## config.mk

```make
export PLATFORM = sky130hd
export DESIGN_NAME = cubic_bezier_sampler
export DESIGN_NICKNAME = d
export VERILOG_FILES = /design/src/hw/rtl/cbs_pkg.sv /design/src/hw/rtl/cubic_bezier_sampler.sv
export SDC_FILE = /design/constraint.sdc
export NUM_CORES = 1
export LEC_CHECK = 0
export BUFFER_PORTS_ARGS = -buffer_cell sky130_fd_sc_hd__buf_4
export CAP_MARGIN = 25
export CORE_MARGIN = 2
export CORE_UTILIZATION = 30
export CTS_CLUSTER_DIAMETER = 80
export DETAILED_ROUTE_END_ITERATION = 10
export GPL_TIMING_DRIVEN = 0
export PLACE_DENSITY = 0.54
export SLEW_MARGIN = 20
export SYNTH_ARGS = -nofsm -noshare
export SYNTH_HDL_FRONTEND = slang
export SYNTH_SLANG_ARGS = --single-unit
```

## constraint.sdc

```tcl
create_clock -name i_clk -period 15.95 [get_ports i_clk]
set_input_delay 0 -clock i_clk [delete_from_list [all_inputs] [get_ports i_clk]]
set_output_delay 0 -clock i_clk [all_outputs]
set_load 0.01 [all_outputs]
```

## src/hw/rtl/cbs_pkg.sv

```systemverilog
package cbs_pkg;

    // Defaults for the top-level parameters.
    localparam int DEF_MAX_SEGMENTS = 63;
    localparam int DEF_COORD_WIDTH  = 16;

    // Width of the segment count field of an input item.
    localparam int NSEG_W = 6;

    // Sequencer states, one-hot.
    typedef enum logic [5:0] {
        ST_IDLE   = 6'b000001,
        ST_DCUBE  = 6'b000010,
        ST_WEIGHT = 6'b000100,
        ST_MAC    = 6'b001000,
        ST_DIV    = 6'b010000,
        ST_OUT    = 6'b100000
    } t_state;

endpackage

```

## src/hw/rtl/cubic_bezier_sampler.sv

```systemverilog
// Cubic Bezier sampler. Each input item holds four signed control points and a
// segment count N, and the block returns N+1 result items, the curve points for
// t = k/N with k running from 0 to N, the last one flagged by o_last. Every point
// is computed exactly as (S(N-k)^3 + 3C1(N-k)^2k + 3C2(N-k)k^2 + Ek^3) / N^3 and
// truncated toward zero, so the first point equals the start point and the last
// equals the end point. An N of zero is treated as one, and an N above
// MAX_SEGMENTS as MAX_SEGMENTS. All arithmetic runs on one shared signed
// multiplier and one restoring divider that yields one quotient bit per cycle,
// under a small sequencer; the block takes no new item until the last point of
// the current one has been taken. For each item the sequencer forms N^3 once;
// for each point it then computes the four Bernstein weights, then per
// coordinate a multiply-accumulate and a division, and then holds the point
// in the output state until it is taken. The bit-serial division dominates
// the time spent per point.
module cubic_bezier_sampler #(
    parameter int MAX_SEGMENTS = cbs_pkg::DEF_MAX_SEGMENTS,
    parameter int COORD_WIDTH  = cbs_pkg::DEF_COORD_WIDTH
) (
    input  logic                          i_clk,
    input  logic                          i_rst_n,

    input  logic                          i_valid,
    output logic                          o_ready,
    input  logic signed [COORD_WIDTH-1:0] i_start_x,
    input  logic signed [COORD_WIDTH-1:0] i_start_y,
    input  logic signed [COORD_WIDTH-1:0] i_ctrl1_x,
    input  logic signed [COORD_WIDTH-1:0] i_ctrl1_y,
    input  logic signed [COORD_WIDTH-1:0] i_ctrl2_x,
    input  logic signed [COORD_WIDTH-1:0] i_ctrl2_y,
    input  logic signed [COORD_WIDTH-1:0] i_end_x,
    input  logic signed [COORD_WIDTH-1:0] i_end_y,
    input  logic [cbs_pkg::NSEG_W-1:0]    i_num_segments,

    output logic                          o_valid,
    input  logic                          i_ready,
    output logic signed [COORD_WIDTH-1:0] o_point_x,
    output logic signed [COORD_WIDTH-1:0] o_point_y,
    output logic                          o_last
);

    // Width of a segment count, and of N^3 and the weights.
    localparam int SEGW   = $clog2(MAX_SEGMENTS + 1);
    localparam int WW     = 3 * SEGW;
    // Signed multiplier operand A carries a coordinate or a small count.
    localparam int OPA_W  = (COORD_WIDTH > SEGW) ? COORD_WIDTH : SEGW + 1;
    localparam int PROD_W = OPA_W + WW + 1;
    // Accumulated numerator, signed.
    localparam int NUM_W  = COORD_WIDTH + WW + 1;
    // Step counter must reach COORD_WIDTH+1 in the division phase.
    localparam int STEP_W = $clog2(COORD_WIDTH + 2);
    localparam logic [STEP_W-1:0] DIV_LAST = STEP_W'(COORD_WIDTH + 1);

    cbs_pkg::t_state r_state;

    logic [STEP_W-1:0] r_step;
    logic              r_ysel;

    // Control points of the current item, index 0 start .. 3 end.
    logic signed [COORD_WIDTH-1:0] r_ctl_x [4];
    logic signed [COORD_WIDTH-1:0] r_ctl_y [4];

    logic [SEGW-1:0]   r_n;
    logic [SEGW-1:0]   r_k;
    logic [SEGW-1:0]   r_a;
    logic [WW-1:0]     r_den;
    logic [2*SEGW-1:0] r_a2;
    logic [2*SEGW-1:0] r_k2;
    logic [WW-1:0]     r_w0;
    logic [WW-1:0]     r_w1;
    logic [WW-1:0]     r_w2;
    logic [WW-1:0]     r_w3;

    logic signed [PROD_W-1:0] r_prod;
    logic signed [NUM_W-1:0]  r_acc;

    logic [WW-1:0]          r_rem;
    logic [COORD_WIDTH-1:0] r_quo;
    logic                   r_neg;

    logic signed [COORD_WIDTH-1:0] r_px;
    logic signed [COORD_WIDTH-1:0] r_py;

    // Segment count after clamping to the range 1 .. MAX_SEGMENTS.
    logic [31:0]     w_nin;
    logic [31:0]     w_nclamp;
    logic [SEGW-1:0] w_n;

    always_comb begin
        w_nin = 32'(i_num_segments);
        if (w_nin == 32'd0) begin
            w_nclamp = 32'd1;
        end else if (w_nin > 32'(MAX_SEGMENTS)) begin
            w_nclamp = 32'(MAX_SEGMENTS);
        end else begin
            w_nclamp = w_nin;
        end
        w_n = w_nclamp[SEGW-1:0];
    end

    // Shared multiplier operand selection.
    logic signed [OPA_W-1:0] w_mul_a;
    logic [WW-1:0]           w_mul_b;
    logic signed [WW:0]      w_mul_bs;
    logic signed [COORD_WIDTH-1:0] w_coord;

    always_comb begin
        w_coord = r_ysel ? r_ctl_y[r_step[1:0]] : r_ctl_x[r_step[1:0]];
        w_mul_a = '0;
        w_mul_b = '0;
        case (r_state)
            cbs_pkg::ST_DCUBE: begin
                w_mul_a = OPA_W'(r_n);
                w_mul_b = (r_step == '0) ? WW'(r_n) : r_prod[WW-1:0];
            end
            cbs_pkg::ST_WEIGHT: begin
                case (r_step)
                    STEP_W'(0): begin
                        w_mul_a = OPA_W'(r_a);
                        w_mul_b = WW'(r_a);
                    end
                    STEP_W'(1): begin
                        w_mul_a = OPA_W'(r_a);
                        w_mul_b = r_prod[WW-1:0];
                    end
                    STEP_W'(2): begin
                        w_mul_a = OPA_W'(r_k);
                        w_mul_b = WW'(r_k);
                    end
                    STEP_W'(3): begin
                        w_mul_a = OPA_W'(r_k);
                        w_mul_b = r_prod[WW-1:0];
                    end
                    STEP_W'(4): begin
                        w_mul_a = OPA_W'(r_k);
                        w_mul_b = WW'(r_a2);
                    end
                    default: begin
                        w_mul_a = OPA_W'(r_a);
                        w_mul_b = WW'(r_k2);
                    end
                endcase
            end
            cbs_pkg::ST_MAC: begin
                w_mul_a = OPA_W'(w_coord);
                case (r_step[1:0])
                    2'd0:    w_mul_b = r_w0;
                    2'd1:    w_mul_b = r_w1;
                    2'd2:    w_mul_b = r_w2;
                    default: w_mul_b = r_w3;
                endcase
            end
            default: begin
                w_mul_a = '0;
                w_mul_b = '0;
            end
        endcase
        w_mul_bs = {1'b0, w_mul_b};
    end

    // Three times the registered product, for the two middle weights.
    logic [WW-1:0] w_prod3;
    assign w_prod3 = r_prod[WW-1:0] + (r_prod[WW-1:0] << 1);

    // Magnitude and sign of the numerator, loaded into the divider.
    logic             w_acc_neg;
    logic [NUM_W-1:0] w_mag;
    assign w_acc_neg = r_acc[NUM_W-1];
    assign w_mag     = w_acc_neg ? NUM_W'(-r_acc) : NUM_W'(r_acc);

    // One restoring division step.
    logic [WW:0] w_trial;
    logic [WW:0] w_diff;
    logic        w_qbit;
    assign w_trial = {r_rem, r_quo[COORD_WIDTH-1]};
    assign w_diff  = w_trial - {1'b0, r_den};
    assign w_qbit  = ~w_diff[WW];

    logic [COORD_WIDTH-1:0] w_quo_signed;
    assign w_quo_signed = r_neg ? (~r_quo + 1'b1) : r_quo;

    // The product register runs every cycle; consumers pick it up in the cycle after the operands are selected.
    always_ff @(posedge i_clk) begin
        r_prod <= w_mul_a * w_mul_bs;
    end

    always_ff @(posedge i_clk) begin
        if (!i_rst_n) begin
            r_state <= cbs_pkg::ST_IDLE;
            r_step  <= '0;
            r_ysel  <= 1'b0;
        end else begin
            case (r_state)
                cbs_pkg::ST_IDLE: begin
                    if (i_valid) begin
                        r_ctl_x[0] <= i_start_x;
                        r_ctl_x[1] <= i_ctrl1_x;
                        r_ctl_x[2] <= i_ctrl2_x;
                        r_ctl_x[3] <= i_end_x;
                        r_ctl_y[0] <= i_start_y;
                        r_ctl_y[1] <= i_ctrl1_y;
                        r_ctl_y[2] <= i_ctrl2_y;
                        r_ctl_y[3] <= i_end_y;
                        r_n     <= w_n;
                        r_a     <= w_n;
                        r_k     <= '0;
                        r_step  <= '0;
                        r_ysel  <= 1'b0;
                        r_state <= cbs_pkg::ST_DCUBE;
                    end
                end
                cbs_pkg::ST_DCUBE: begin
                    // Step 0 forms N^2, step 1 forms N^3, step 2 stores it.
                    if (r_step == STEP_W'(2)) begin
                        r_den   <= r_prod[WW-1:0];
                        r_step  <= '0;
                        r_state <= cbs_pkg::ST_WEIGHT;
                    end else begin
                        r_step <= r_step + 1'b1;
                    end
                end
                cbs_pkg::ST_WEIGHT: begin
                    if (r_step != STEP_W'(6)) begin
                        r_step <= r_step + 1'b1;
                    end
                    case (r_step)
                        STEP_W'(1): r_a2 <= r_prod[2*SEGW-1:0];
                        STEP_W'(2): r_w0 <= r_prod[WW-1:0];
                        STEP_W'(3): r_k2 <= r_prod[2*SEGW-1:0];
                        STEP_W'(4): r_w3 <= r_prod[WW-1:0];
                        STEP_W'(5): r_w1 <= w_prod3;
                        STEP_W'(6): begin
                            r_w2    <= w_prod3;
                            r_step  <= '0;
                            r_ysel  <= 1'b0;
                            r_state <= cbs_pkg::ST_MAC;
                        end
                        default: begin
                        end
                    endcase
                end
                cbs_pkg::ST_MAC: begin
                    if (r_step == STEP_W'(1)) begin
                        r_acc <= NUM_W'(r_prod);
                    end else if (r_step != '0) begin
                        r_acc <= r_acc + NUM_W'(r_prod);
                    end
                    if (r_step == STEP_W'(4)) begin
                        r_step  <= '0;
                        r_state <= cbs_pkg::ST_DIV;
                    end else begin
                        r_step <= r_step + 1'b1;
                    end
                end
                cbs_pkg::ST_DIV: begin
                    if (r_step != DIV_LAST) begin
                        r_step <= r_step + 1'b1;
                    end
                    if (r_step == '0) begin
                        r_neg <= w_acc_neg;
                        r_rem <= w_mag[COORD_WIDTH+WW-1:COORD_WIDTH];
                        r_quo <= w_mag[COORD_WIDTH-1:0];
                    end else if (r_step == DIV_LAST) begin
                        r_step <= '0;
                        if (r_ysel) begin
                            r_py    <= w_quo_signed;
                            r_state <= cbs_pkg::ST_OUT;
                        end else begin
                            r_px    <= w_quo_signed;
                            r_ysel  <= 1'b1;
                            r_state <= cbs_pkg::ST_MAC;
                        end
                    end else begin
                        r_rem <= w_qbit ? w_diff[WW-1:0] : w_trial[WW-1:0];
                        r_quo <= {r_quo[COORD_WIDTH-2:0], w_qbit};
                    end
                end
                cbs_pkg::ST_OUT: begin
                    if (i_ready) begin
                        if (r_k == r_n) begin
                            r_state <= cbs_pkg::ST_IDLE;
                        end else begin
                            r_k     <= r_k + 1'b1;
                            r_a     <= r_a - 1'b1;
                            r_step  <= '0;
                            r_ysel  <= 1'b0;
                            r_state <= cbs_pkg::ST_WEIGHT;
                        end
                    end
                end
                default: begin
                    r_state <= cbs_pkg::ST_IDLE;
                end
            endcase
        end
    end

    // No item is taken while reset is held.
    assign o_ready   = i_rst_n && (r_state == cbs_pkg::ST_IDLE);
    assign o_valid   = (r_state == cbs_pkg::ST_OUT);
    assign o_point_x = r_px;
    assign o_point_y = r_py;
    assign o_last    = (r_k == r_n);

endmodule
```

After elaboration in Yosys (flattened, before gate mapping):

Memory sizes are Yosys's and may differ from the RTL's. A register that Yosys moved wholly into a read port is not among the register bits.
Cells that the tools add are included.

* add/subtract/negate cells: 8
* multipliers: 1
* equality and inequality tests: 28
* mux-type cells: 61
* bitwise logic cells: 4
* reductions and logical operators: 28

Operator list (count)
* $pmux W18 S3: 2
* $mux W6: 16
* $mux W18: 4
* $pmux W18 S4: 1
* $mux W35: 2
* $mux W16: 4
* $mux W5: 10
* $pmux W16 S3: 1
* $pmux W6 S6: 1
* $add A35 B35 Y35: 1
* $mul A16 B19 Y35: 1
* $mux W34: 1
* $neg A34 Y34: 1
* $reduce_and A3 Y1: 11
* $pmux W5 S6: 1
* $pmux W6 S2: 2
* $reduce_and A5 Y1: 4
* $sub A19 B18 Y19: 1
* $add A18 B18 Y18: 1
* $add A16 B1 Y16 const B: 1
* $not A16 Y16: 1
* $eq A5 B3 Y1 const B: 3
* $ne A2 B2 Y1 const B: 7
* $reduce_and A7 Y1: 2
* 34 further kinds: 51

* register bits after elaboration: 281
* bits in writable memories: 128
* input bits: 138
* output and inout port bits: 35
* logic and storage cells: 152
* memories kept: 2

Memories
* r_ctl_x: words 4, width 16, read ports 1, clocked after Yosys merged registers in 1, write ports 4, line cubic_bezier_sampler.sv:59 `logic signed [COORD_WIDTH-1:0] r_ctl_x [4];`
* r_ctl_y: words 4, width 16, read ports 1, clocked after Yosys merged registers in 1, write ports 4, line cubic_bezier_sampler.sv:60 `logic signed [COORD_WIDTH-1:0] r_ctl_y [4];`

Depth between registers and ports, before layout:

Gate-level depths: netlist of the first run.

* depth after elaboration: 7
* mapped depth: 32
* gate-level depth less buffers: 30

Worst setup path before layout of the first run:

No wires, ideal clock.

* path kind: flip-flop to flip-flop
* from: register r_step[0]
* to: register r_prod[33]
* library setup time: 72 ps
* arrival: 8223 ps
* data required time: 15878 ps
* slack: 7654 ps
* cell stages (with the launch flop): 28
* buffers on the path: 2
* period minus slack after synthesis: 8296 ps
* cells stage by stage: dfxtp_1 > inv_1 > ha_1 > clkbuf_1 > o311ai_1 > mux2i_1 > nor2_1 > a221oi_1 > clkbuf_1 > nor2_1 > fa_1 > inv_1 > fa_1 > fa_1 > inv_1 > fa_1 > fa_1 > inv_1 > fa_1 > inv_1 > ha_1 > or4_1 > o21ai_0 > o31ai_1 > a221o_1 > a211o_1 > a21oi_1 > xnor2_1

* word-level cells in the longest chain between the ends: 5
* elaborated cells on any way between the ends: 17
* those cells by class: mul: 1; eq/ne: 6; mux: 6; reduce/logical: 4

Ends and longest elaborated chain
* from (decl): line cubic_bezier_sampler.sv:55 `logic [STEP_W-1:0] r_step;`
* from (signal assigned): line cubic_bezier_sampler.sv:218 `r_step <= r_step + 1'b1;`
* from (signal assigned): line cubic_bezier_sampler.sv:223 `r_step <= r_step + 1'b1;`
* from (signal assigned): line cubic_bezier_sampler.sv:251 `r_step <= r_step + 1'b1;`
* $eq A5 B1 Y1, or another cell as far along: line cubic_bezier_sampler.sv:116 `case (r_step)`
* $reduce_or A2 Y1 (no line) or $reduce_or A3 Y1 (tied branches)
* $pmux W18 S4 or $mux W6 (tied branches): line cubic_bezier_sampler.sv:116
* $pmux W18 S3 or $pmux W16 S3 (tied branches): line cubic_bezier_sampler.sv:110 `case (r_state)`
* $mul A16 B19 Y35 *: line cubic_bezier_sampler.sv:183 `r_prod <= w_mul_a * w_mul_bs;`
* to (signal assigned): line cubic_bezier_sampler.sv:183
* to (decl): line cubic_bezier_sampler.sv:73 `logic signed [PROD_W-1:0] r_prod;`

Mark *: on every way between the ends. The rest lies on a longest branch, timed or not.
A chain may end at the register's enable or synchronous reset.

Worst setup path in the final report of the first run:

Same ends and word-level chain as after synthesis.

==> results of run 1 <==
[kinds of logic (layout without fill, tap and decap cells)]
logic type                 count (synthesis)  count (layout)  synth area share
AOI/OAI and AO/OA                        469             469             0.104
adders and majority gates                429             429             0.237
DFF                                      411             411             0.399
and+or+nand+nor                          807             807             0.127
muxes                                     63              63            0.0349
buffers and inverters                    432             861            0.0547
xor gates and xnor gates                 147             147            0.0435
[layout by cell type (no fill, tap or decap), types with 19 or more instances in the layout]
| cell type | instances |
|---|---|
| dlygate4sd3_1 | 138 |
| a21oi_1 | 120 |
| fa_1 | 225 |
| nand3_1 | 39 |
| nor3_1 | 26 |
| o21ai_0 | 122 |
| edfxtp_1 | 362 |
| ha_1 | 204 |
| clkbuf_16 | 47 |
| inv_1 | 323 |
| nand2b_1 | 99 |
| nand2_1 | 241 |
| and3_1 | 23 |
| nor2_1 | 266 |
| mux2i_1 | 25 |
| clkbuf_1 | 105 |
| a21o_1 | 41 |
| dfxtp_1 | 49 |
| xnor2_1 | 92 |
| xor2_1 | 54 |
| o31ai_1 | 19 |
| mux4_2 | 32 |
| buf_4 | 194 |
| a222oi_1 | 30 |
[synth_stat cells (all sizes together), types with 7 or more instances]
library cell	count	area [um2]
a211oi	10	75.1
buf	10	42.5
o21ai	124	621
o31ai	20	164
o211ai	9	67.6
and2	13	81.3
nand2	242	911
mux4	32	721
clkbuf	97	364
a31oi	14	87.6
or3	14	92.6
a222oi	30	300
dfxtp	49	981
o21a	14	105
inv	325	1220
nor2b	14	87.6
nand2b	99	619
xnor2	93	822
o21bai	7	52.6
nor4	8	56.3
nor3	30	155
fa	225	4500
a221oi	17	149
xor2	54	473
a21oi	120	601
a21o	41	308
o41ai	9	86.3
edfxtp	362	10900
or4	7	60.1
or2	15	93.8
nor2	269	1010
or3b	8	70.1
mux2i	25	250
nand3	39	195
ha	204	2550
and3	26	163
[final cells by class]
| type | instances | area (um2) | share of cell area |
|---|---|---|---|
| Multi-Input combinational cell | 1915 | 16400 | 0.454 |
| Clock buffer | 58 | 1240 | 0.0342 |
| Buffer | 107 | 409 | 0.0113 |
| Tap cell | 1287 | 1610 | 0.0445 |
| Sequential cell | 411 | 11900 | 0.328 |
| Timing Repair Buffer | 342 | 3000 | 0.0830 |
| Inverter | 325 | 1220 | 0.0337 |
| Clock inverter | 29 | 394 | 0.0109 |
[flip-flops by register name (all words and copies together), names as in the netlist, named ones only]
name and count:
o_point_x 16, o_point_y 16, r_a 6, r_a2 12, r_acc 35, r_ctl_x 64
r_ctl_y 64, r_den 18, r_k 6, r_k2 12, r_n 6, r_neg 1
r_prod 35, r_quo 16, r_rem 18, r_state 6, r_step 5, r_w0 18
r_w1 18, r_w2 18, r_w3 18, r_ysel 1
[timing repair]
action | in CTS | in global routing
endpoints found under the hold margin | 185 | 0
endpoints found under the setup margin | 0 | 0
hold buffers | 138 | 0
buffers inserted | 0 | 0
[metrics by stage]
| stage | std cells | util |
|---|---|---|
| 2_1_floorplan | 2758 | - |
| 3_3_place_gp | 4217 | 0.332 |
| 3_5_place_dp | 4247 | 0.337 |
| 4_1_cts | 4472 | 0.368 |
| 5_1_grt | 4474 | 0.368 |
| 6_report | 4474 | 0.368 |
[layer usage]
layer	vias up	share of wire	global-route usage
li1	10383	-	-
met1	10641	0.46	0.230
met2	635	0.46	0.267
met3	112	0.055	0.0236
met4	0	0.028	0.0449
met5	-	0	0
[worst max-delay path: cells and delay by family (launching register included)]
kind	cells	cell delay, ps
adders and majority gates	8	3630
buffers and inverters	8	1470
xor gates and xnor gates	1	140
and+or+nand+nor	3	740
AOI/OAI and AO/OA	7	3260
DFF	1	470
muxes	1	260
[power by group]
group	switching (W)	internal, W	total [W]
clock network	0.000480	0.000662	0.00114
registers	0.0000299	0.00125	0.00128
logic	0.000266	0.000170	0.000436
[path summary, 6_finish.rpt]
kind	from	end	depth (start not counted)
max	r_step[0]	r_prod[33]	28
min	i_start_y[1]	r_ctl_y[0][1]	2
max reg2reg	r_step[0]	r_prod[33]	28
min reg2reg	r_acc[34]	r_neg	0
==> run_results.csv, run 1 <==
group,metric,value,unit
finish,drive_above_1_share,0.120,
clock_tree,clkSlewWorstSetupHoldPaths,60,ps
worst_setup_path,cp_slowest_stage_delay,840,ps
clock_tree,clockBufferDepth,3,
worst_hold_path,hold_path.class,"input pin to flip-flop",
clock_tree,cts_buffers,47,
synth,synth_cells,2758,
drt,drc,0,
floorplanning,die_w,319,um
worst_setup_path,start_kind,"flip-flop",
synth,syn_area,29700,um2
synth,yosysUniqueCellTypes,77,
finish,fillers,9794,
sta,tns,0,ps
floorplanning,num_io_pins,173,
worst_setup_path,critPathKind,"flip-flop to flip-flop",
clock_tree,cts_tree,"done",
worst_setup_path,end_kind,"flip-flop",
sta,fin_crit_sh,0.633,
finish,finalInstanceArea,36200,um2
synth,synth_edf_count,362,
placed_design,place.gp.congestion,0.885,
clock_tree,post_cts_resized,0,
drt,drtPass1Iterations,5,
worst_setup_path,crit_required,16490,ps
sta,drv_slew,0,
sta,finalHoldViolations,0,
floorplanning,dieArea,102000,um2
sta,setup_viol,0,
sta,clock.fmax,99.0,MHz
synth,ys_ff_latch,411,
worst_setup_path,cp_max_fo,10,
placed_design,place_ws,5630,ps
power_and_ir_drop,finalPower,0.00285,W
clock_tree,clock-sinks,411,
global_route,grt_overflow,0,
floorplanning,start_util,0.303,
floorplanning,core,98300,um2
clock_tree,cts_root_buffer,"clkbuf_16",
drt,antenna_left,0,
drt,drt-wirelength-per-cell,18.9,um
synth,ys_async_sr_fraction,0,
synth,yosysWarnings,0,
synth,avgSynthCellArea,10.8,um2
drt,routed_wl,84400,um
placed_design,hpwl,65200,um
global_route,grt_max_degree,59,
floorplanning,rows,115,
sta,worst_slew_pin_slew,1140,ps
drt,drt_iter0_markers,1459,
clock_tree,cts_max_level,2,
placed_design,dpl_cell_area,33100,um2
worst_setup_path,worstPathArrival,10640,ps
global_route,grt_pass1_wl,131000,um
finish,n_antenna_cell,0,
global_route,grt_pass1_vias,22026,
finish,syn_to_final_growth,21.6,%
synth,ys.flop_type,"edfxtp_1",
power_and_ir_drop,ir_drop,0.0000950,V
sta,rsz0062_at_grt,"no",
sta,period_minus_slack,10100,ps
job,drv_cap,0,
sta,whs,86.0,ps
worst_setup_path,r2r_setup_slack,5850,ps
floorplanning,die_h,319,um
synth,synthesis.nets,3325,
finish,final_nets,3716,
drt,via_per_inst,4.87,
global_route,grtUsageTotal,0.165,
power_and_ir_drop,power_density,79.0,nW/um2
sta,setup_slack,5850,ps
status,status,"completed",
global_route,antenna_found_initial,0,
drt,num_vias,21771,
sta,clock_skew,21.5,ps
clock_tree,clock_latency,620,ps
placed_design,portBuffers,172,
synth,yosysSeqAreaShare,0.399,
sta,relSlewSlack,0.242,
worst_setup_path,cp_slowest_cell,"o21ai_0",
power_and_ir_drop,p_leak,14.9,nW
worst_setup_path,crit_top_cell,"fa_1",
(Power assumes the default switching activity.)
==> run 2, diff against run 1 <==
- clock period: 15.95 -> 10.42 ns (I/O delays scaled with it)
==> run 2 against run 1 <==
Clock skew hardly changed. Sequential cell count stayed put. Utilization stayed put. Power is 53% higher.
==> run_results.csv, run 2 (synthesized netlist as in run 1, its figures left out) <==
group,metric,value,unit
drt,dr_wl_met3,4790,um
drt,drc,0,
floorplanning,num_io_pins,173,
drt,wl_met2,38700,um
finish,fillers,9794,
worst_setup_path,worstPathArrival,10290,ps
worst_setup_path,r2r_end,"r_prod[33]",
clock_tree,cts_max_level,2,
floorplanning,die_h,319,um
drt,num_vias,21779,
power_and_ir_drop,p_leak,14.9,nW
floorplanning,rows,115,
job,drv_cap,0,
finish,mostFrequentLayoutCells,"362 x edfxtp_1, 323 x inv_1, 266 x nor2_1",
worst_setup_path,cp_slowest_stage_delay,780,ps
placed_design,place_ws,99.3,ps
sta,period_minus_slack,9760,ps
sta,setup_viol,0,
worst_setup_path,crit_top_cell,"fa_1",
worst_setup_path,start_kind,"flip-flop",
clock_tree,cts_tree,"done",
worst_setup_path,regToRegStartpoint,"r_step[0]",
power_and_ir_drop,power_density,121,nW/um2
clock_tree,clock-sinks,411,
sta,clock_skew,21.2,ps
worst_hold_path,hold_path.class,"input pin to flip-flop",
finish,drive_above_1_share,0.120,
power_and_ir_drop,ir_drop,0.000145,V
placed_design,portBuffers,172,
sta,whs,86.1,ps
global_route,grtUsageTotal,0.165,
worst_setup_path,critPathKind,"flip-flop to flip-flop",
sta,fin_crit_sh,0.936,
sta,clock.fmax,102,MHz
clock_tree,post-cts-setup-buffers,0,
drt,drt_iter0_markers,1459,
floorplanning,start_util,0.303,
drt,routed_wl,84400,um
finish,final_nets,3716,
sta,worst_slew_pin_slew,1130,ps
global_route,grt_max_degree,59,
clock_tree,clockBufferDepth,3,
worst_setup_path,crit_required,10960,ps
clock_tree,clkSlewWorstSetupHoldPaths,60,ps
worst_setup_path,cp_slowest_cell,"o311ai_2",
drt,wl_met1,38600,um
clock_tree,cts_buffers,47,
global_route,grt_overflow,0,
global_route,grt_pass1_vias,22026,
placed_design,place.gp.congestion,0.885,
status,status,"completed",
clock_tree,cts_root_buffer,"clkbuf_16",
worst_setup_path,cp_max_fo,10,
drt,drtPass1Iterations,5,
worst_setup_path,crit_end,"r_prod[33]",
floorplanning,die_w,319,um
sta,relSlewSlack,0.248,
worst_setup_path,end_kind,"flip-flop",
finish,syn_to_final_growth,21.6,%
sta,finalHoldViolations,0,
worst_setup_path,startpoint,"r_step[0]",
finish,reg_top3,"r_ctl_x x64, r_ctl_y x64",
finish,n_antenna_cell,0,
sta,rsz0062_at_grt,"no",
placed_design,hpwl,65200,um
worst_hold_path,hold_path_depth,2,
worst_setup_path,r2r_setup_slack,660,ps
sta,drv_slew,0,
floorplanning,dieArea,102000,um2
global_route,grt_pass1_wl,131000,um
finish,final_common_cell,"edfxtp_1",
drt,antenna_left,0,
drt,via_per_inst,4.87,
global_route,antenna_found_initial,0,
sta,setup_slack,662,ps
drt,drt-wirelength-per-cell,18.9,um
drt,top_layer,"met4",
worst_setup_path,ff2ff_path_depth,28,
floorplanning,core,98300,um2
clock_tree,clock_latency,620,ps
-- run 2: worst max-delay path, delay by kind of cell (launching register included) --
family	cells	cell delay, ps
compound gates	7	2930
xor+xnor	1	140
fa+ha+maj	8	3630
buf+inv	8	1470
flops	1	470
mux	1	260
simple gates	3	750
-- run 2: layer usage --
layer  vias to the layer above  GRT usage
li1                      10381          -
met1                     10626      0.230
met2                       657      0.267
met3                       115     0.0236
met4                         0     0.0449
met5                         -          0
-- run 2: worst min-delay path by stage --
stage,from,endpoint,slack [ps]
4_1_cts,i_start_x[2],r_ctl_x[0][2],60
3_3_place_gp,i_end_x[15],r_ctl_x[3][15],180
5_1_grt,i_ctrl1_x[7],r_ctl_x[1][7],90
6_report,i_start_y[1],r_ctl_y[0][1],90
2_1_floorplan,i_start_x[0],r_ctl_x[0][0],100
3_5_place_dp,i_end_y[10],r_ctl_y[3][10],180
-- run 2: what timing repair did --
item                                   in CTS  in global routing
endpoints found under the hold margin     185                  0
setup endpoints to repair                   0                  2
hold buffers                              138                  0
resized for setup                           0                  1
-- run 2: where the power goes --
group | switching (W) | internal [W]
sequential | 0.0000459 | 0.00191
clock | 0.000736 | 0.00101
combinational | 0.000406 | 0.000261
total | 0.00119 | 0.00318
-- run 2: layout make-up --
| class | instances | area, um2 | area share |
|---|---|---|---|
| multi-input cells | 1915 | 16400 | 0.454 |
| well taps | 1287 | 1610 | 0.0445 |
| plain buffers | 107 | 409 | 0.0113 |
| repair buffers | 342 | 3000 | 0.0830 |
| clock inverters | 29 | 394 | 0.0109 |
| inverters | 325 | 1220 | 0.0337 |
| clock buffers | 58 | 1240 | 0.0342 |
| flip-flops and latches | 411 | 11900 | 0.328 |
-- run 2: through the flow --
step / total power (W) / util / TNS (ps) / instances / cell area [um2]
2_1_floorplan: 0.00235 / - / 0 / 2758 / 29700
3_3_place_gp: 0.00260 / 0.332 / -4790 / 4217 / 32600
3_5_place_dp: 0.00261 / 0.337 / 0 / 4247 / 33100
4_1_cts: 0.00441 / 0.368 / 0 / 4472 / 36100
5_1_grt: 0.00453 / 0.368 / 0 / 4474 / 36200
6_report: 0.00437 / 0.368 / 0 / 4474 / 36200
==> run 3, diff against run 2 <==
- CELL_PAD_IN_SITES_DETAIL_PLACEMENT: default -> 1
- CELL_PAD_IN_SITES_GLOBAL_PLACEMENT: default -> 1
- PLACE_DENSITY: 0.54 -> 0.62
==> run 3 against run 2 <==
Via count is 2.2% higher. Global-route usage is 2.7 points higher. Wire length is 15% higher. Critical path depth is 1 lower. Largest power group unchanged. Combinational power is 4.8% higher. Sequential cell count stayed put. Sequential power hardly changed. Cell area hardly changed. Register-to-register slack worse by 110 ps. Critical endpoint unchanged.
==> run_results.csv, run 3 (synthesized netlist as in run 1, its figures left out) <==
group,metric,value,unit
worst_setup_path,cp_top_family,"adder cells",
drt,drtPass1Iterations,8,
global_route,grtUsageTotal,0.192,
floorplanning,core,98300,um2
worst_setup_path,worstPathArrival,10400,ps
worst_setup_path,critPathKind,"flip-flop to flip-flop",
worst_setup_path,end_kind,"flip-flop",
power_and_ir_drop,finalPower,0.00436,W
worst_setup_path,cp_slowest_cell,"clkdlybuf4s15_1",
floorplanning,num_io_pins,173,
drt,drt_iter0_markers,1463,
worst_setup_path,crit_required,10960,ps
worst_setup_path,regToRegStartpoint,"r_state[0]",
job,drv_cap,0,
placed_design,hpwl,73100,um
sta,period_minus_slack,9870,ps
clock_tree,clock-sinks,411,
finish,finalInstanceArea,36100,um2
sta,rsz0062_at_grt,"no",
placed_design,dpl_cell_area,33200,um2
finish,drive_above_1_share,0.119,
worst_setup_path,cp_max_fo,10,
finish,syn_to_final_growth,21.5,%
drt,drt-wirelength-per-cell,21.8,um
clock_tree,clkSlewWorstSetupHoldPaths,70,ps
worst_setup_path,crit_top_cell,"fa_1",
drt,antenna_left,0,
power_and_ir_drop,power_density,121,nW/um2
power_and_ir_drop,p_leak,14.9,nW
floorplanning,rows,115,
drt,routed_wl,97400,um
sta,fin_crit_sh,0.947,
sta,drv_slew,0,
global_route,grt_pass1_wl,149000,um
floorplanning,dieArea,102000,um2
clock_tree,cts_root_buffer,"clkbuf_16",
clock_tree,cts_max_level,2,
global_route,grt_overflow,0,
sta,relSlewSlack,0.226,
sta,setup_slack,555,ps
floorplanning,die_w,319,um
global_route,antenna_found_initial,3,
finish,reg_top3,"r_ctl_x x64, r_ctl_y x64",
worst_setup_path,path_buf_inv,9,
global_route,grt_pass1_vias,24186,
worst_hold_path,min-delay-start,"i_end_x[3]",
sta,clock.fmax,101,MHz
worst_setup_path,startpoint,"r_state[0]",
placed_design,place.gp.congestion,0.849,
power_and_ir_drop,ir_drop,0.000137,V
placed_design,place_ws,353,ps
worst_hold_path,hold_path.class,"input pin to flip-flop",
sta,worst_slew_pin_slew,1160,ps
finish,final_util,0.368,
drt,num_vias,22260,
finish,mostFrequentLayoutCells,"362 x edfxtp_1, 323 x inv_1, 267 x nor2_1",
clock_tree,clock_latency,610,ps
sta,clock_skew,43.4,ps
drt,drc,0,
clock_tree,cts_buffers,45,
clock_tree,cts_tree,"done",
worst_setup_path,cp_slowest_stage_delay,700,ps
finish,final_nets,3716,
worst_setup_path,start_kind,"flip-flop",
sta,finalHoldViolations,0,
finish,final_common_cell,"edfxtp_1",
drt,via_per_inst,4.98,
placed_design,portBuffers,172,
floorplanning,die_h,319,um
floorplanning,start_util,0.303,
global_route,grt_max_degree,58,
clock_tree,clockBufferDepth,3,
sta,setup_viol,0,
status,status,"completed",
==> run 3: changes by cell type in the layout (fill, tap and decap cells not counted), sizes merged <==
cell and delta:
clkinv +9, clkbuf -7, inv -4, buf +3, clkinvlp -3, clkdlybuf4s15 +2, diode +2, bufinv -1
dlygate4sd3 -1
==> run 3: worst paths after layout <==
path	endpoint	slack [ps]	cells past startpoint
hold reg to reg	r_neg	460	0
setup / recovery	r_prod[33]	550	27
hold / removal	r_ctl_x[3][3]	100	2
setup reg to reg	r_prod[33]	550	27
==> run 3: layer usage <==
metal	up-vias	part of all wire	track usage	wire, um
li1	10363	-	-	-
met1	11193	0.44	0.253	43000
met2	566	0.48	0.327	46700
met3	136	0.052	0.0281	5040
met4	2	0.027	0.0513	2620
met5	-	0.00013	0	13
==> run 3: power breakdown <==
group	internal, W	total, W	switching, W
Clock	0.000960	0.00170	0.000736
Sequential	0.00191	0.00196	0.0000533
Combinational	0.000266	0.000699	0.000433
==> run 3: final cells by class <==
| cell class | count | area (um2) |
|---|---|---|
| antenna | 2 | 5.00 |
| buffer | 107 | 419 |
| clock buffer | 53 | 1200 |
| clock inverter | 30 | 333 |
| fill | 10917 | 62100 |
| inverter | 325 | 1220 |
| multi-input combinational | 1915 | 16500 |
| sequential | 411 | 11900 |
| tap | 1287 | 1610 |
| timing repair buffer | 344 | 3050 |
==> run 3: what timing repair did <==
item                       in CTS  in global routing
hold endpoints to repair      165                  0
hold buffers                  137                  0
setup buffers                   0                  0
gates resized for setup         0                  5
setup endpoints to repair       0                  1
==> run 3: metrics by stage <==
step                hold WS (ps)  setup TNS, ps  std cells
global route                83.6              0       4473
global placement             179         -14200       4217
finish                      98.7              0       4474
floorplan                   98.9              0       2758
detailed placement           179              0       4249
CTS                         70.5              0       4469
